<file path="src/hw/rtl/assert_macros.svh">
// Assertion helpers used by the parser core.
`ifndef ASSERT_MACROS_SVH
`define ASSERT_MACROS_SVH

// Check that cons holds in the same cycle as ante.
`define ASSERT_SAME_CYCLE(label, clk, rst, ante, cons) \
   label: assert property (@(posedge clk) disable iff (rst) (ante) |-> (cons)) \
      else $error("same-cycle check failed");

// Check that cons holds in the cycle after ante.
`define ASSERT_NEXT_CYCLE(label, clk, rst, ante, cons) \
   label: assert property (@(posedge clk) disable iff (rst) (ante) |=> (cons)) \
      else $error("next-cycle check failed");

`endif

</file>
<file path="src/hw/rtl/hrhp_pkg.sv">
package hrhp_pkg;

   // Default counter width for content length and body count
   localparam int COUNT_WIDTH_DEFAULT = 32;

   localparam int          NAME_LEN   = 14;
   localparam logic [7:0]  CH_CR      = 8'h0D;
   localparam logic [7:0]  CH_LF      = 8'h0A;
   localparam logic [7:0]  CH_COLON   = 8'h3A;
   localparam logic [7:0]  CH_SPACE   = 8'h20;
   localparam logic [15:0] OK_STATUS  = 16'd200;
   localparam logic [15:0] STATUS_MAX = 16'hFFFF;

   // Result codes
   localparam logic [2:0] RC_OK          = 3'd0;
   localparam logic [2:0] RC_READ_ERROR  = 3'd1;
   localparam logic [2:0] RC_LEN_UNKNOWN = 3'd2;
   localparam logic [2:0] RC_STATUS_ERR  = 3'd3;
   localparam logic [2:0] RC_LEN_MISMTCH = 3'd4;

   typedef enum logic [1:0] {
      PH_HEADER = 2'd0,
      PH_BODY   = 2'd1,
      PH_ERROR  = 2'd2
   } phase_type;

   // Status number: before space, skipping blanks, digits, done
   typedef enum logic [1:0] {
      ST_WAIT_SPACE = 2'd0,
      ST_SKIP       = 2'd1,
      ST_DIGITS     = 2'd2,
      ST_DONE       = 2'd3
   } status_phase_type;

   // Value number: skipping blanks, digits, done
   typedef enum logic [1:0] {
      VL_SKIP   = 2'd0,
      VL_DIGITS = 2'd1,
      VL_DONE   = 2'd2
   } value_phase_type;

   typedef struct packed {
      logic [7:0] data_byte;
      logic       stream_end;
   } req_type;

   typedef struct packed {
      logic [2:0]  result_code;
      logic [15:0] status_code;
      logic [31:0] content_length;
      logic [31:0] body_bytes;
   } rsp_type;

   function automatic logic is_blank(input logic [7:0] b);
      return (b == CH_SPACE) || (b >= 8'h09 && b <= 8'h0D);
   endfunction

   function automatic logic is_digit(input logic [7:0] b);
      return (b >= 8'h30) && (b <= 8'h39);
   endfunction

   function automatic logic [7:0] to_lower(input logic [7:0] b);
      return (b >= 8'h41 && b <= 8'h5A) ? b + 8'h20 : b;
   endfunction

   // Characters of "content-length"
   function automatic logic [7:0] name_char(input logic [3:0] idx);
      logic [7:0] c;
      case (idx)
         4'd0:    c = 8'h63; // c
         4'd1:    c = 8'h6F; // o
         4'd2:    c = 8'h6E; // n
         4'd3:    c = 8'h74; // t
         4'd4:    c = 8'h65; // e
         4'd5:    c = 8'h6E; // n
         4'd6:    c = 8'h74; // t
         4'd7:    c = 8'h2D; // -
         4'd8:    c = 8'h6C; // l
         4'd9:    c = 8'h65; // e
         4'd10:   c = 8'h6E; // n
         4'd11:   c = 8'h67; // g
         4'd12:   c = 8'h74; // t
         4'd13:   c = 8'h68; // h
         default: c = 8'h00;
      endcase
      return c;
   endfunction

endpackage

</file>
<file path="src/hw/rtl/http_response_header_parser_core.sv">
// Channel | Direction | Handshake            | Payload
// req     | in        | req_valid/req_stall  | hrhp_pkg::req_type (data_byte, stream_end)
// rsp     | out       | rsp_valid/rsp_stall  | hrhp_pkg::rsp_type (code, status, length, body)
//
// One byte per cycle while req_stall is low: every byte updates the parser state in the cycle it is accepted.
// A stream_end transaction loads its result at the accepting edge into the output register,
// or into the skid register while the output register holds a stalled result.
// A two-entry output (result register plus skid register) keeps input flowing while a
// result waits; input stalls only when both entries are full.
// Reset is synchronous, active high, and clears all parser and handshake state.
`include "assert_macros.svh"

module http_response_header_parser_core #(
   parameter int COUNT_WIDTH = hrhp_pkg::COUNT_WIDTH_DEFAULT
) (
   input  logic              clock,
   input  logic              reset,
   input  logic              req_valid,
   output logic              req_stall,
   input  hrhp_pkg::req_type req_data,
   output logic              rsp_valid,
   input  logic              rsp_stall,
   output hrhp_pkg::rsp_type rsp_data
);

   localparam int NAME_IDX_W = 4;

   // Parser state
   hrhp_pkg::phase_type        phase_ff, phase_in;
   logic [1:0]                 line_pos_ff, line_pos_in;
   logic                       first_cr_ff, first_cr_in;
   logic                       has_colon_ff, has_colon_in;
   logic [NAME_IDX_W-1:0]      name_idx_ff, name_idx_in;
   logic                       name_miss_ff, name_miss_in;
   hrhp_pkg::value_phase_type  val_phase_ff, val_phase_in;
   logic [COUNT_WIDTH-1:0]     val_acc_ff, val_acc_in;
   hrhp_pkg::status_phase_type st_phase_ff, st_phase_in;
   logic [15:0]                st_acc_ff, st_acc_in;
   logic [15:0]                status_ff, status_in;
   logic [COUNT_WIDTH-1:0]     length_ff, length_in;
   logic [COUNT_WIDTH-1:0]     body_cnt_ff, body_cnt_in;
   logic [7:0]                 held_ff, held_in;

   // Output register and skid register
   logic              rsp_valid_ff, rsp_valid_in;
   hrhp_pkg::rsp_type rsp_data_ff, rsp_data_in;
   logic              skid_valid_ff, skid_valid_in;
   hrhp_pkg::rsp_type skid_data_ff, skid_data_in;

   logic              req_accept;
   logic              new_result;
   hrhp_pkg::rsp_type result;

   // Arithmetic helpers
   logic [7:0]             cb;
   logic [3:0]             digit;
   logic [COUNT_WIDTH+3:0] val_wide;
   logic [COUNT_WIDTH-1:0] val_push;
   logic [19:0]            st_wide;
   logic [15:0]            st_push;
   logic [COUNT_WIDTH+31:0] length_ext;
   logic [COUNT_WIDTH+31:0] body_ext;

   assign req_stall  = skid_valid_ff;
   assign req_accept = req_valid && !req_stall;
   assign new_result = req_accept && req_data.stream_end;

   // Decimal push of the held content byte, saturating
   assign cb       = held_ff;
   assign digit    = cb[3:0];
   assign val_wide = ({4'b0, val_acc_ff} << 3) + ({4'b0, val_acc_ff} << 1)
                     + (COUNT_WIDTH + 4)'(digit);
   assign val_push = (val_wide[COUNT_WIDTH+3:COUNT_WIDTH] != 4'b0) ? '1
                     : val_wide[COUNT_WIDTH-1:0];
   assign st_wide  = ({4'b0, st_acc_ff} << 3) + ({4'b0, st_acc_ff} << 1) + 20'(digit);
   assign st_push  = (st_wide[19:16] != 4'b0) ? hrhp_pkg::STATUS_MAX : st_wide[15:0];

   // Build the result from the state before this transaction
   assign length_ext = {32'b0, length_ff};
   assign body_ext   = {32'b0, body_cnt_ff};

   always_comb begin
      result.status_code    = status_ff;
      result.content_length = length_ext[31:0];
      result.body_bytes     = 32'b0;
      if (phase_ff != hrhp_pkg::PH_BODY) begin
         result.result_code = hrhp_pkg::RC_READ_ERROR;
      end else begin
         result.body_bytes = body_ext[31:0];
         if (status_ff != hrhp_pkg::OK_STATUS) begin
            result.result_code = hrhp_pkg::RC_STATUS_ERR;
         end else if (length_ff == '0) begin
            result.result_code = hrhp_pkg::RC_LEN_UNKNOWN;
         end else if (body_cnt_ff != length_ff) begin
            result.result_code = hrhp_pkg::RC_LEN_MISMTCH;
         end else begin
            result.result_code = hrhp_pkg::RC_OK;
         end
      end
   end

   // Next parser state
   always_comb begin
      phase_in     = phase_ff;
      line_pos_in  = line_pos_ff;
      first_cr_in  = first_cr_ff;
      has_colon_in = has_colon_ff;
      name_idx_in  = name_idx_ff;
      name_miss_in = name_miss_ff;
      val_phase_in = val_phase_ff;
      val_acc_in   = val_acc_ff;
      st_phase_in  = st_phase_ff;
      st_acc_in    = st_acc_ff;
      status_in    = status_ff;
      length_in    = length_ff;
      body_cnt_in  = body_cnt_ff;
      held_in      = held_ff;

      if (req_accept) begin
         if (req_data.stream_end) begin
            // Return to the reset state for the next response
            phase_in     = hrhp_pkg::PH_HEADER;
            line_pos_in  = 2'd0;
            first_cr_in  = 1'b0;
            has_colon_in = 1'b0;
            name_idx_in  = '0;
            name_miss_in = 1'b0;
            val_phase_in = hrhp_pkg::VL_SKIP;
            val_acc_in   = '0;
            st_phase_in  = hrhp_pkg::ST_WAIT_SPACE;
            st_acc_in    = 16'd0;
            status_in    = 16'd0;
            length_in    = '0;
            body_cnt_in  = '0;
            held_in      = 8'd0;
         end else begin
            case (phase_ff)
               hrhp_pkg::PH_BODY: begin
                  if (body_cnt_ff != '1) begin
                     body_cnt_in = body_cnt_ff + COUNT_WIDTH'(1);
                  end
               end
               hrhp_pkg::PH_HEADER: begin
                  if (req_data.data_byte == hrhp_pkg::CH_LF) begin
                     // Close the line
                     if (line_pos_ff == 2'd0) begin
                        phase_in = hrhp_pkg::PH_ERROR;
                     end else if (line_pos_ff == 2'd1 && first_cr_ff) begin
                        phase_in = hrhp_pkg::PH_BODY;
                     end else if (!has_colon_ff) begin
                        status_in = (st_phase_ff == hrhp_pkg::ST_DIGITS ||
                                     st_phase_ff == hrhp_pkg::ST_DONE) ? st_acc_ff : 16'd0;
                     end else if (!name_miss_ff &&
                                  name_idx_ff == NAME_IDX_W'(hrhp_pkg::NAME_LEN)) begin
                        length_in = val_acc_ff;
                     end
                     line_pos_in  = 2'd0;
                     first_cr_in  = 1'b0;
                     has_colon_in = 1'b0;
                     name_idx_in  = '0;
                     name_miss_in = 1'b0;
                     val_phase_in = hrhp_pkg::VL_SKIP;
                     val_acc_in   = '0;
                     st_phase_in  = hrhp_pkg::ST_WAIT_SPACE;
                     st_acc_in    = 16'd0;
                     held_in      = 8'd0;
                  end else begin
                     if (line_pos_ff != 2'd0) begin
                        // Status number from the held byte
                        case (st_phase_ff)
                           hrhp_pkg::ST_WAIT_SPACE: begin
                              if (cb == hrhp_pkg::CH_SPACE) begin
                                 st_phase_in = hrhp_pkg::ST_SKIP;
                              end
                           end
                           hrhp_pkg::ST_SKIP: begin
                              if (hrhp_pkg::is_digit(cb)) begin
                                 st_acc_in   = st_push;
                                 st_phase_in = hrhp_pkg::ST_DIGITS;
                              end else if (!hrhp_pkg::is_blank(cb)) begin
                                 st_phase_in = hrhp_pkg::ST_DONE;
                              end
                           end
                           hrhp_pkg::ST_DIGITS: begin
                              if (hrhp_pkg::is_digit(cb)) begin
                                 st_acc_in = st_push;
                              end else begin
                                 st_phase_in = hrhp_pkg::ST_DONE;
                              end
                           end
                           default: begin
                           end
                        endcase
                        // Header name match, then value number
                        if (!has_colon_ff) begin
                           if (cb == hrhp_pkg::CH_COLON) begin
                              has_colon_in = 1'b1;
                           end else if (name_idx_ff < NAME_IDX_W'(hrhp_pkg::NAME_LEN) &&
                                        hrhp_pkg::to_lower(cb) ==
                                        hrhp_pkg::name_char(name_idx_ff)) begin
                              name_idx_in = name_idx_ff + NAME_IDX_W'(1);
                           end else begin
                              name_miss_in = 1'b1;
                           end
                        end else begin
                           case (val_phase_ff)
                              hrhp_pkg::VL_SKIP: begin
                                 if (hrhp_pkg::is_digit(cb)) begin
                                    val_acc_in   = val_push;
                                    val_phase_in = hrhp_pkg::VL_DIGITS;
                                 end else if (!hrhp_pkg::is_blank(cb)) begin
                                    val_phase_in = hrhp_pkg::VL_DONE;
                                 end
                              end
                              hrhp_pkg::VL_DIGITS: begin
                                 if (hrhp_pkg::is_digit(cb)) begin
                                    val_acc_in = val_push;
                                 end else begin
                                    val_phase_in = hrhp_pkg::VL_DONE;
                                 end
                              end
                              default: begin
                              end
                           endcase
                        end
                     end else begin
                        first_cr_in = (req_data.data_byte == hrhp_pkg::CH_CR);
                     end
                     held_in = req_data.data_byte;
                     if (line_pos_ff != 2'd2) begin
                        line_pos_in = line_pos_ff + 2'd1;
                     end
                  end
               end
               default: begin
                  // Error phase: drop bytes until stream end
               end
            endcase
         end
      end
   end

   // Output register with skid stage
   always_comb begin
      rsp_valid_in  = rsp_valid_ff;
      rsp_data_in   = rsp_data_ff;
      skid_valid_in = skid_valid_ff;
      skid_data_in  = skid_data_ff;
      if (!rsp_valid_ff || !rsp_stall) begin
         if (skid_valid_ff) begin
            rsp_valid_in  = 1'b1;
            rsp_data_in   = skid_data_ff;
            skid_valid_in = 1'b0;
         end else if (new_result) begin
            rsp_valid_in = 1'b1;
            rsp_data_in  = result;
         end else begin
            rsp_valid_in = 1'b0;
         end
      end else if (new_result) begin
         skid_valid_in = 1'b1;
         skid_data_in  = result;
      end
   end

   // Control state
   always_ff @(posedge clock) begin
      if (reset) begin
         phase_ff      <= hrhp_pkg::PH_HEADER;
         line_pos_ff   <= 2'd0;
         first_cr_ff   <= 1'b0;
         has_colon_ff  <= 1'b0;
         name_idx_ff   <= '0;
         name_miss_ff  <= 1'b0;
         val_phase_ff  <= hrhp_pkg::VL_SKIP;
         val_acc_ff    <= '0;
         st_phase_ff   <= hrhp_pkg::ST_WAIT_SPACE;
         st_acc_ff     <= 16'd0;
         status_ff     <= 16'd0;
         length_ff     <= '0;
         body_cnt_ff   <= '0;
         held_ff       <= 8'd0;
         rsp_valid_ff  <= 1'b0;
         skid_valid_ff <= 1'b0;
      end else begin
         phase_ff      <= phase_in;
         line_pos_ff   <= line_pos_in;
         first_cr_ff   <= first_cr_in;
         has_colon_ff  <= has_colon_in;
         name_idx_ff   <= name_idx_in;
         name_miss_ff  <= name_miss_in;
         val_phase_ff  <= val_phase_in;
         val_acc_ff    <= val_acc_in;
         st_phase_ff   <= st_phase_in;
         st_acc_ff     <= st_acc_in;
         status_ff     <= status_in;
         length_ff     <= length_in;
         body_cnt_ff   <= body_cnt_in;
         held_ff       <= held_in;
         rsp_valid_ff  <= rsp_valid_in;
         skid_valid_ff <= skid_valid_in;
      end
   end

   // Result payloads
   always_ff @(posedge clock) begin
      rsp_data_ff  <= rsp_data_in;
      skid_data_ff <= skid_data_in;
   end

   assign rsp_valid = rsp_valid_ff;
   assign rsp_data  = rsp_data_ff;

   `ASSERT_SAME_CYCLE(a_skid_behind_out, clock, reset, skid_valid_ff, rsp_valid_ff)
   `ASSERT_NEXT_CYCLE(a_end_clears, clock, reset, new_result,
      phase_ff == hrhp_pkg::PH_HEADER && body_cnt_ff == '0 && length_ff == '0)
   `ASSERT_SAME_CYCLE(a_body_in_body, clock, reset, body_cnt_ff != '0, phase_ff == hrhp_pkg::PH_BODY)
   `ASSERT_NEXT_CYCLE(a_stalled_to_skid, clock, reset,
      rsp_valid_ff && rsp_stall && new_result, skid_valid_ff)

endmodule

</file>
<file path="config.mk">
export PLATFORM = sky130hd
export DESIGN_NAME = http_response_header_parser_core
export DESIGN_NICKNAME = d
export VERILOG_FILES = /design/src/hw/rtl/hrhp_pkg.sv /design/src/hw/rtl/http_response_header_parser_core.sv
export VERILOG_INCLUDE_DIRS = /design/src /design/src/hw/rtl
export SDC_FILE = /design/constraint.sdc
export NUM_CORES = 1
export LEC_CHECK = 0
export ABC_AREA = 0
export BUFFER_PORTS_ARGS = -buffer_cell sky130_fd_sc_hd__buf_2
export CAP_MARGIN = 20
export CORE_ASPECT_RATIO = 1.25
export CORE_MARGIN = 5
export CORE_UTILIZATION = 35
export DETAILED_ROUTE_END_ITERATION = 8
export SYNTH_ARGS = -nofsm -noshare
export SYNTH_HDL_FRONTEND = slang
export SYNTH_SLANG_ARGS = --single-unit
</file>
<file path="constraint.sdc">
create_clock -name clock -period 7.18 [get_ports clock]
set_input_delay 0.718 -clock clock [delete_from_list [all_inputs] [get_ports clock]]
set_output_delay 0.718 -clock clock [all_outputs]
set_load 0.01 [all_outputs]
</file>
## After elaboration in Yosys (flattened, before gate mapping)

Memory sizes are Yosys's and may differ from the RTL's. A register that Yosys moved wholly into a read port is not among the register bits.
Cells that the tools add are included.

| cells by class | value |
|---|---|
| reduce and logical (&&, ||, !) cells | 59 |
| add/sub/neg operators | 8 |
| order comparisons | 7 |
| bitwise operators | 1 |
| eq/ne operators | 29 |
| mux-type cells | 105 |

Operators by type and width:

| operator | count |
|---|---|
| 32-bit two-way mux | 19 |
| 16-bit two-way mux | 14 |
| 83-bit two-way mux | 2 |
| 8-bit two-way mux | 11 |
| 2-bit two-way mux | 25 |
| 35-bit by 33-bit adder with 36-bit output | 1 |
| 36-bit by 4-bit adder with 36-bit output | 1 |
| 4-bit two-way mux | 9 |
| 32-bit by 1-bit adder with 32-bit output, second input constant | 1 |
| 32-bit zero test | 1 |
| 32-bit inequality test | 1 |
| 32-bit inequality test, second input constant | 1 |
| 6-bit AND reduction | 4 |
| 3-bit nonzero test | 8 |
| 7-bit AND reduction | 3 |
| 19-bit by 17-bit adder with 20-bit output | 1 |
| 20-bit by 4-bit adder with 20-bit output | 1 |
| 1-bit two-way mux | 19 |
| 8-bit by 4-bit equality test with 1-bit output, second input constant | 2 |
| 8-bit by 6-bit equality test with 1-bit output, second input constant | 2 |
| 16-bit by 8-bit inequality test with 1-bit output, second input constant | 1 |
| 2-bit nonzero test | 8 |
| 3-bit two-way mux | 4 |
| 4-bit inequality test, second input constant | 3 |
| other kinds (33) | 67 |

| storage, ports and cells | value |
|---|---|
| output and inout port bits | 85 |
| ROM bits | 112 |
| register bits after elaboration | 319 |
| bits of input ports | 13 |
| word-level logic and storage cells | 234 |
| memories | 1 |

Memory list:

| memory | depth | width | rd ports | clocked after memory_dff | wr ports | RTL line | source |
|---|---|---|---|---|---|---|---|
| (no name shown) | 16 | 7 | 1 | 1 | 0 | hrhp_pkg.sv:69 | `case (idx)` |

## Logic depth before layout (Yosys ltp)

Gate-level depths: netlist of the first run.

| depth | value |
|---|---|
| depth in word-level cells | 19 |
| depth in mapped cells | 14 |
| mapped depth without buffers | 14 |

## Worst setup path after synthesis of the first run

Ideal clock, no wire load.

| timing path | value |
|---|---|
| path type | input to register |
| start point | input req_data[0] (netlist bit) |
| end point | register rsp_data_ff (netlist bit rsp_data[0]), enable pin |
| path slack | 1.329 ns |
| required time | 6.628 ns |
| stages on the path | 4 |
| library setup time | 0.552 ns |
| data arrival time | 5.300 ns |
| path buffers | 1 |
| path through | clkbuf_1 and2_1 nor2_1 a21oi_1 |

| between the ends | value |
|---|---|
| cells in the longest elaborated chain, start to end | 3 |

Ends and longest elaborated chain:

| item | RTL line | source |
|---|---|---|
| start, declared | http_response_header_parser_core.sv:20 | `input hrhp_pkg::req_type req_data,` |
| 1-bit logical AND | http_response_header_parser_core.sv:66 | `assign new_result = req_accept && req_data.stream_end;` |
| 2-bit nonzero test (no line) | -- |  |
| 2-bit AND reduction (no line) | -- |  |
| end signal, assigned | http_response_header_parser_core.sv:307 | `rsp_data_ff <= rsp_data_in;` |
| end, declared | http_response_header_parser_core.sv:46 | `hrhp_pkg::rsp_type rsp_data_ff, rsp_data_in;` |

No other way between the ends.
A chain may end at the register's enable or synchronous reset.

## Worst setup path after layout of the first run

| timing path | value |
|---|---|
| start point | register held_ff[3] (netlist: cb[3]) |
| end point | register st_acc_ff[3] |

| between the ends | value |
|---|---|
| cells in the longest elaborated chain, start to end | 9 |
| elaborated cells on any way between the ends | 14 |
| classes of those cells | add/sub: 1; order compare: 2; mux: 7; reduce/logical: 4 |

Ends and longest elaborated chain:

| item | RTL line | source |
|---|---|---|
| start, declared | http_response_header_parser_core.sv:42 | `logic [7:0] held_ff, held_in;` |
| start signal, assigned | http_response_header_parser_core.sv:299 | `held_ff <= held_in;` |
| 20-bit by 4-bit adder with 20-bit output | http_response_header_parser_core.sv:75 | `assign st_wide = ({4'b0, st_acc_ff} << 3) + ({4'b0, st_acc_ff} << 1) + 20'(digit);` |
| 4-bit nonzero test | http_response_header_parser_core.sv:76 | `assign st_push = (st_wide[19:16] != 4'b0) ? hrhp_pkg::STATUS_MAX : st_wide[15:0];` |
| 16-bit two-way mux | http_response_header_parser_core.sv:76 |  |
| 16-bit two-way mux | http_response_header_parser_core.sv:177, http_response_header_parser_core.sv:185 |  |
| 16-bit two-way mux | -- |  |
| 16-bit two-way mux | http_response_header_parser_core.sv:168 | `if (line_pos_ff != 2'd0) begin` |
| 16-bit two-way mux | http_response_header_parser_core.sv:144 | `if (req_data.data_byte == hrhp_pkg::CH_LF) begin` |
| 16-bit two-way mux | http_response_header_parser_core.sv:137 | `case (phase_ff)` |
| 16-bit two-way mux | http_response_header_parser_core.sv:120 | `if (req_data.stream_end) begin` |
| end signal, assigned | http_response_header_parser_core.sv:295 | `st_acc_ff <= st_acc_in;` |
| end, declared | http_response_header_parser_core.sv:38 | `logic [15:0] st_acc_ff, st_acc_in;` |

Parallel ways exist; a longest one is shown, timed or not. The select of a mux whose other input is x is not followed.

==> results of run 1 <==
[state kept, by name, summed over array words and instances, names as in the netlist, 8 cells and up, named ones only]
name / cells
status_ff: 16
val_acc_ff: 32
body_cnt_ff: 32
rsp_data: 83
length_ff: 32
cb: 8
skid_data_ff: 83
st_acc_ff: 16
[cells in the final DEF (no fill, tap or decap), drive strengths merged, types with 4 or more instances in the layout]
cell    synthesis  routed
edfxtp        166     166
dfxtp         160     160
nor2          156     156
ha            112     112
a21oi         110     110
buf            15     108
mux2           87      87
nand2          83      83
xnor2          68      68
o21ai          55      55
nand3          47      47
clkbuf         50      45
and2           38      38
nor3b          33      33
inv            32      33
a221o          32      32
xor2           31      31
nor3           25      25
nand4          23      23
a21o           21      21
nor4           20      20
a31oi          13      13
o21a           12      12
clkinv          0      12
or3            10      10
a211oi          9       9
and3            8       8
nor2b           8       8
mux2i           8       8
nor4b           6       6
o211ai          4       4
nand2b          4       4
o22ai           4       4
a211o           4       4
fa              4       4
bufinv          0       4
o311ai          4       4
[tightest hold or removal path, stage by stage]
cell and delay [ns]:
buf_2 0.09, a21oi_1 0.05, nor2_1 0.07
[final timing paths]
check                               endpoint  cells after the start  slack [ns]
worst min-delay path                   cb[5]                      3        0.45
worst max-delay path            st_acc_ff[3]                     12        3.27
worst min register to register  status_ff[7]                      2        0.48
worst max register to register  st_acc_ff[3]                     12        3.27
[per-layer routing]
layer  vias to the layer above  global-route usage [%]  wire length (um)
met1                      5559                    18.3             16700
met3                        87                    1.99              1460
met4                         0                    6.15              1440
met5                         -                       0                 0
li1                       5735                       -                 -
met2                       261                    25.2             18900
[synth_stat cells (11+ instances only)]
library cell / instances
o21ai_0: 46
and2_1: 38
nor3b_1: 33
ha_1: 112
nor4_1: 18
mux2_2: 87
xor2_1: 31
edfxtp_1: 166
nand2_1: 81
a21o_1: 21
a21oi_1: 109
nor3_1: 24
dfxtp_1: 160
clkbuf_1: 50
nand4_1: 23
o21a_1: 11
nor2_1: 152
nand3_1: 46
a221o_1: 32
xnor2_1: 68
inv_1: 31
a31oi_1: 12
[logic make-up after synthesis]
| group | count (synthesis) | synth area share (%) |
|---|---|---|
| and+or+nand+nor | 470 | 14.6 |
| DFF | 326 | 49.8 |
| AOI/OAI and AO/OA | 302 | 12.3 |
| adders and majority gates | 116 | 9.02 |
| xor gates and xnor gates | 99 | 5.28 |
| buffers and inverters | 97 | 2.48 |
| muxes | 95 | 6.47 |
[stage by stage]
stage	utilization (%)	hold slack (ns)	cells	total power [mW]	setup slack (ns)
after floorplan	-	0.440	1505	2.11	1.33
after global placement	37.8	0.466	2176	2.16	2.90
after detailed placement	37.8	0.473	2176	2.16	2.81
after CTS	40.3	0.430	2238	3.97	3.19
after global routing	40.4	0.457	2241	4.06	2.95
final	40.4	0.453	2242	3.92	3.27
[where the power goes]
group / internal (mW) / switching [mW]
logic: 0.0375 / 0.0945
clock network: 1.08 / 0.728
registers: 1.97 / 0.0140
[area by class of cell]
cell class / instances / area, sq um
fillers: 4427 / 27600
flip-flops and latches: 326 / 8190
multi-input cells: 1082 / 7880
clock buffers: 44 / 940
well taps: 630 / 788
repair buffers: 109 / 596
clock inverters: 18 / 214
inverters: 32 / 120
diodes: 1 / 2.50
==> results_dict.tcl, run 1 <==
set metrics [dict create \
    drv_cap 0 \
    stdcell_area_sq_um 18700 \
    cts_tree "yes" \
    cts_max_level 2 \
    syn2layout_area_growth_pct 14.0 \
    ant_nets 0 \
    nets 1715 \
    avgViaCountPerCell 5.19 \
    synthFlopType "edfxtp_1" \
    power.density_nw_per_um2 209 \
    grt_max_degree 85 \
    worstMarginPinSlew_ns 1.06 \
    relSlewSlack_pct 29.2 \
    die_y_um 252 \
    synth-seq-area-share_pct 49.8 \
    cts_hold_buf 0 \
    crit_path_top_delay_cell "dfxtp_1" \
    clk_pin_slew_ns 0.06 \
    fin_crit_ns 3.91 \
    leakage_nw 7.31 \
    worstPathMaxFanout 15 \
    start_util_pct 35.4 \
    worstSetupEndpointType "register" \
    synthCells 1505 \
    crit_family "compound AO/OA/AOI/OAI gates" \
    worstSkewPairLatency_ns 0.52 \
    wl_mm 38.5 \
    port_buffers 97 \
    cts_root_buffer "clkbuf_16" \
    yosysWarnings 0 \
    synth_top_area_cell "edfxtp_1" \
    core_area_sq_um 46400 \
    antenna_found_initial 2 \
    detail_route.wl_per_cell_um 17.2 \
    dp_hpwl_mm 28.0 \
    drc 0 \
    rr_startpoint "cb[3]" \
    grt_first_pass_wirelength_mm 61.7 \
    crit_arrival_ns 4.29 \
    crit_start "cb[3]" \
    crit_type "reg2reg" \
    die_w_um 204 \
    setup_tns_ns 0 \
    fmax_mhz 256 \
    clockBufferDepth 3 \
    rsz0062_at_grt "no" \
    min_period_over_period_pct 54.4 \
    post-cts-setup-buffers 0 \
    num_rows 88 \
    ir_drop_uv 147 \
    synth-seq-cells 326 \
    hold_viol_final 0 \
    synth_top_area_share_pct 30.3 \
    cts_resized 0 \
    synth_edf_count 166 \
    die_area_sq_um 51400 \
    cp_data_required_time_ns 7.56 \
    dr.pass1.iters 5 \
    worstHoldStart "req_data[6]" \
    crit_path_max_incr_delay_ns 0.67 \
    syn_area_sq_um 16400 \
    synth_area_leaders "edfxtp_1 30%, dfxtp_1 19%, ha_1 8.5%, mux2_2 6.0%, xnor2_1 3.6%" \
    grt-ovfl-total 0 \
    io_pins 98 \
    grt_usage_pct 14.6 \
    clock_skew_ns 0.0253 \
    async_reset_ff_share_pct 0 \
    worstSetupStartpointType "register" \
    grt_pass1_vias 11500 \
    gp_congestion 0.905 \
    cts_sinks 326 \
    cpMostUsedCell "o21ai_0" \
    cp.buffers_inverters 0 \
    maxSlewViolCount 0 \
    hold_class "in2reg" \
    via_count 11600 \
    synth_nets 1634 \
    path_cells "fa_1, ha_1, a21o_1, a21oi_1, o211ai_1, a221oi_2, o21ai_0, mux2i_1, o31a_1, nand2_1, nor2_1, o21ai_0" \
    drive_above_1_share_pct 17.5 \
    finalSetupViolations 0 \
    status "complete, no violations" \
    netlist-cell-type-count 80 \
    dpl_cell_area_sq_um 17500 \
    cts_buffers 35 \
    syn_avg_cell_area_sq_um 10.9 \
    initialDrtViolationCount 617 \
]
Note: power is estimated with default switching activity, not from simulation.
==> inputs of run 2 (changes only) <==
- ABC_AREA: 0 -> 1
- clock period: 7.18 -> 3.4 ns (I/O delays scaled with it)
==> run 2 against run 1 <==
Synthesized cell count up 51%. Critical path depth up 6. Combinational power rose to 5.7 times the previous value. Area after synthesis up 12%. Register-to-register slack worse by 3.0 ns. Utilization down 0.23 points. Cell count up 36%. Die area up 11%.
==> results_dict.tcl, run 2 <==
set metrics [dict create \
    grt_max_degree 135 \
    synth-seq-area-share_pct 44.7 \
    maxSlewViolCount 0 \
    syn_area_sq_um 18300 \
    cts_sinks 326 \
    synth_edf_count 166 \
    wl_mm 52.0 \
    port_buffers 97 \
    worstMarginPinSlew_ns 0.922 \
    n_fill_cell 5307 \
    status "complete, no violations" \
    worstSkewPairLatency_ns 0.55 \
    setup_tns_ns 0 \
    dp_hpwl_mm 39.3 \
    power.density_nw_per_um2 434 \
    hold_viol_final 0 \
    die_w_um 215 \
    dr.pass1.iters 5 \
    grt_first_pass_wirelength_mm 83.4 \
    cts_tree "yes" \
    core_area_sq_um 51700 \
    nets 2491 \
    crit_type "reg2reg" \
    layout.cells.non_filler 3054 \
    synth_nets 2404 \
    cts_root_buffer "clkbuf_16" \
    drc 0 \
    fin_crit_ns 3.13 \
    synth.cells.most_frequent "628 x nand2_1, 221 x inv_1, 184 x a21oi_1" \
    layout_commonest_cell "nand2_1" \
    cts_max_level 2 \
    p_sw_mw 2.21 \
    grt-ovfl-total 0 \
    syn2layout_area_growth_pct 13.3 \
    yosysWarnings 0 \
    worstSetupStartpointType "register" \
    finalSetupViolations 0 \
    dpl_cell_area_sq_um 19600 \
    grt_pass1_vias 15300 \
    crit_path_max_incr_delay_ns 0.49 \
    hold_class "in2reg" \
    path_cells "ha_1, ha_1, fa_1, nand2_1, nand3_1, nand3_1, nand2_1, nand2_1, nand3_2, nand2_1, nand2_1, nand2_1, nand2_1, nor2_2, buf_12, nand3_1, nand2_1, a21oi_1" \
    ant_nets 0 \
    clk_pin_slew_ns 0.06 \
    crit_arrival_ns 3.51 \
    synth_top_area_cell "edfxtp_1" \
    detail_route.wl_per_cell_um 17.0 \
    holdWs_ns 0.119 \
    p_seq_share_pct 48.3 \
    cpMostUsedCell "nand2_1" \
    die_y_um 266 \
    n_antenna_cell 0 \
    fmax_mhz 319 \
    netlist-cell-type-count 52 \
    power.total_mw 9.01 \
    cts_buffers 36 \
    synth_top_area_share_pct 27.2 \
    drv_cap 0 \
    synthCells 2275 \
    synth-seq-cells 326 \
    min_period_over_period_pct 92.1 \
    stdcell_area_sq_um 20800 \
    avgViaCountPerCell 5.05 \
    multiInputGateArea_sq_um 8870 \
    swShare_pct 24.6 \
    pwr-share-clk_pct 43.3 \
    post-cts-setup-buffers 0 \
    worstSetupEndpointType "register" \
    clock_skew_ns 0.0234 \
    start_util_pct 35.5 \
    cp_data_required_time_ns 3.78 \
    die_area_sq_um 57000 \
    antenna_found_initial 0 \
    drive_above_1_share_pct 10.3 \
    gp_congestion 0.916 \
    ir_drop_uv 433 \
    clockBufferDepth 3 \
    syn_avg_cell_area_sq_um 8.05 \
    initialDrtViolationCount 895 \
    via_count 15400 \
    synthFlopType "edfxtp_1" \
    rsz0062_at_grt "no" \
    crit_path_top_delay_cell "dfxtp_1" \
    synth_area_leaders "edfxtp_1 27%, dfxtp_1 17%, nand2_1 13%, ha_1 7.6%, a21oi_1 5.0%" \
    synthMostInstantiatedCell "nand2_1" \
    relSlewSlack_pct 38.5 \
    io_pins 98 \
    place_inst 2988 \
    rrSetupSlack_ns 0.27 \
    p_comb_share_pct 8.3 \
    p_int_mw 6.80 \
    leakage_nw 8.70 \
    num_rows 93 \
    layout_common_cells "627 x nand2_1, 221 x inv_1, 183 x a21oi_1" \
    async_reset_ff_share_pct 0 \
    worstPathMaxFanout 32 \
    grt_usage_pct 17.9 \
    register_area_sq_um 8190 \
]
==> run 2: cell type report <==
cell class	instances	area share (%)
Timing Repair Buffer	126	3.74
Inverter	242	4.39
Clock inverter	10	0.543
Sequential cell	326	39.5
Clock buffer	55	5.08
Tap cell	665	4.01
Multi-Input combinational cell	1630	42.8
==> run 2: metal layers <==
layer | GRT usage (%) | up-vias | routed length, um
met5 | 0 | - | 0
met4 | 6.98 | 0 | 2130
met3 | 2.19 | 113 | 1860
met2 | 32.7 | 347 | 26200
met1 | 21.5 | 7155 | 21800
li1 | - | 7822 | -
==> run 2: cells by family after synthesis <==
family / count (synthesis) / synth area share, %
compound gates: 358 / 10.9
xor+xnor: 61 / 2.92
fa+ha+maj: 116 / 8.09
buf+inv: 319 / 6.98
flops: 326 / 44.7
simple gates: 1095 / 26.4
==> run 2: what timing repair did <==
action                                 4_1_cts  5_1_grt
setup endpoints to repair                    0       25
hold buffers                                 0        0
endpoints found under the hold margin        0        0
resized for setup                            0        1
==> run 2: worst max-delay path, delay by kind of cell, from the launching register on <==
| family | cells | cell delay [ns] |
|---|---|---|
| compound gates | 1 | 0.07 |
| fa+ha+maj | 3 | 0.98 |
| buf+inv | 1 | 0.20 |
| flops | 1 | 0.49 |
| simple gates | 13 | 1.20 |
==> run 2: path summary, 6_finish.rpt <==
path / startpoint / depth (start not counted) / to
worst max-delay path: cb[2] / 18 / val_acc_ff[17]
worst min-delay path: req_data[5] / 3 / cb[4]
worst min register to register: status_ff[15] / 0 / skid_data_ff[79]
worst max register to register: cb[2] / 18 / val_acc_ff[17]
==> run 2: power by group through the flow <==
stage               Clock [mW]  Combinational, mW  Sequential (mW)
floorplan                    0              0.493             4.44
global placement             0              0.742             4.44
detailed placement           0              0.753             4.44
CTS                       4.00              0.758             4.36
global route              4.15              0.834             4.37
finish                    3.91              0.750             4.36
==> run 2: stage by stage <==
step | setup WS, ns | util [%]
after global placement | 0.274 | 37.9
final | 0.269 | 40.2
after detailed placement | 0.186 | 37.9
after floorplan | 0.0584 | -
after CTS | 0.179 | 40.1
after global routing | 0.0398 | 40.2
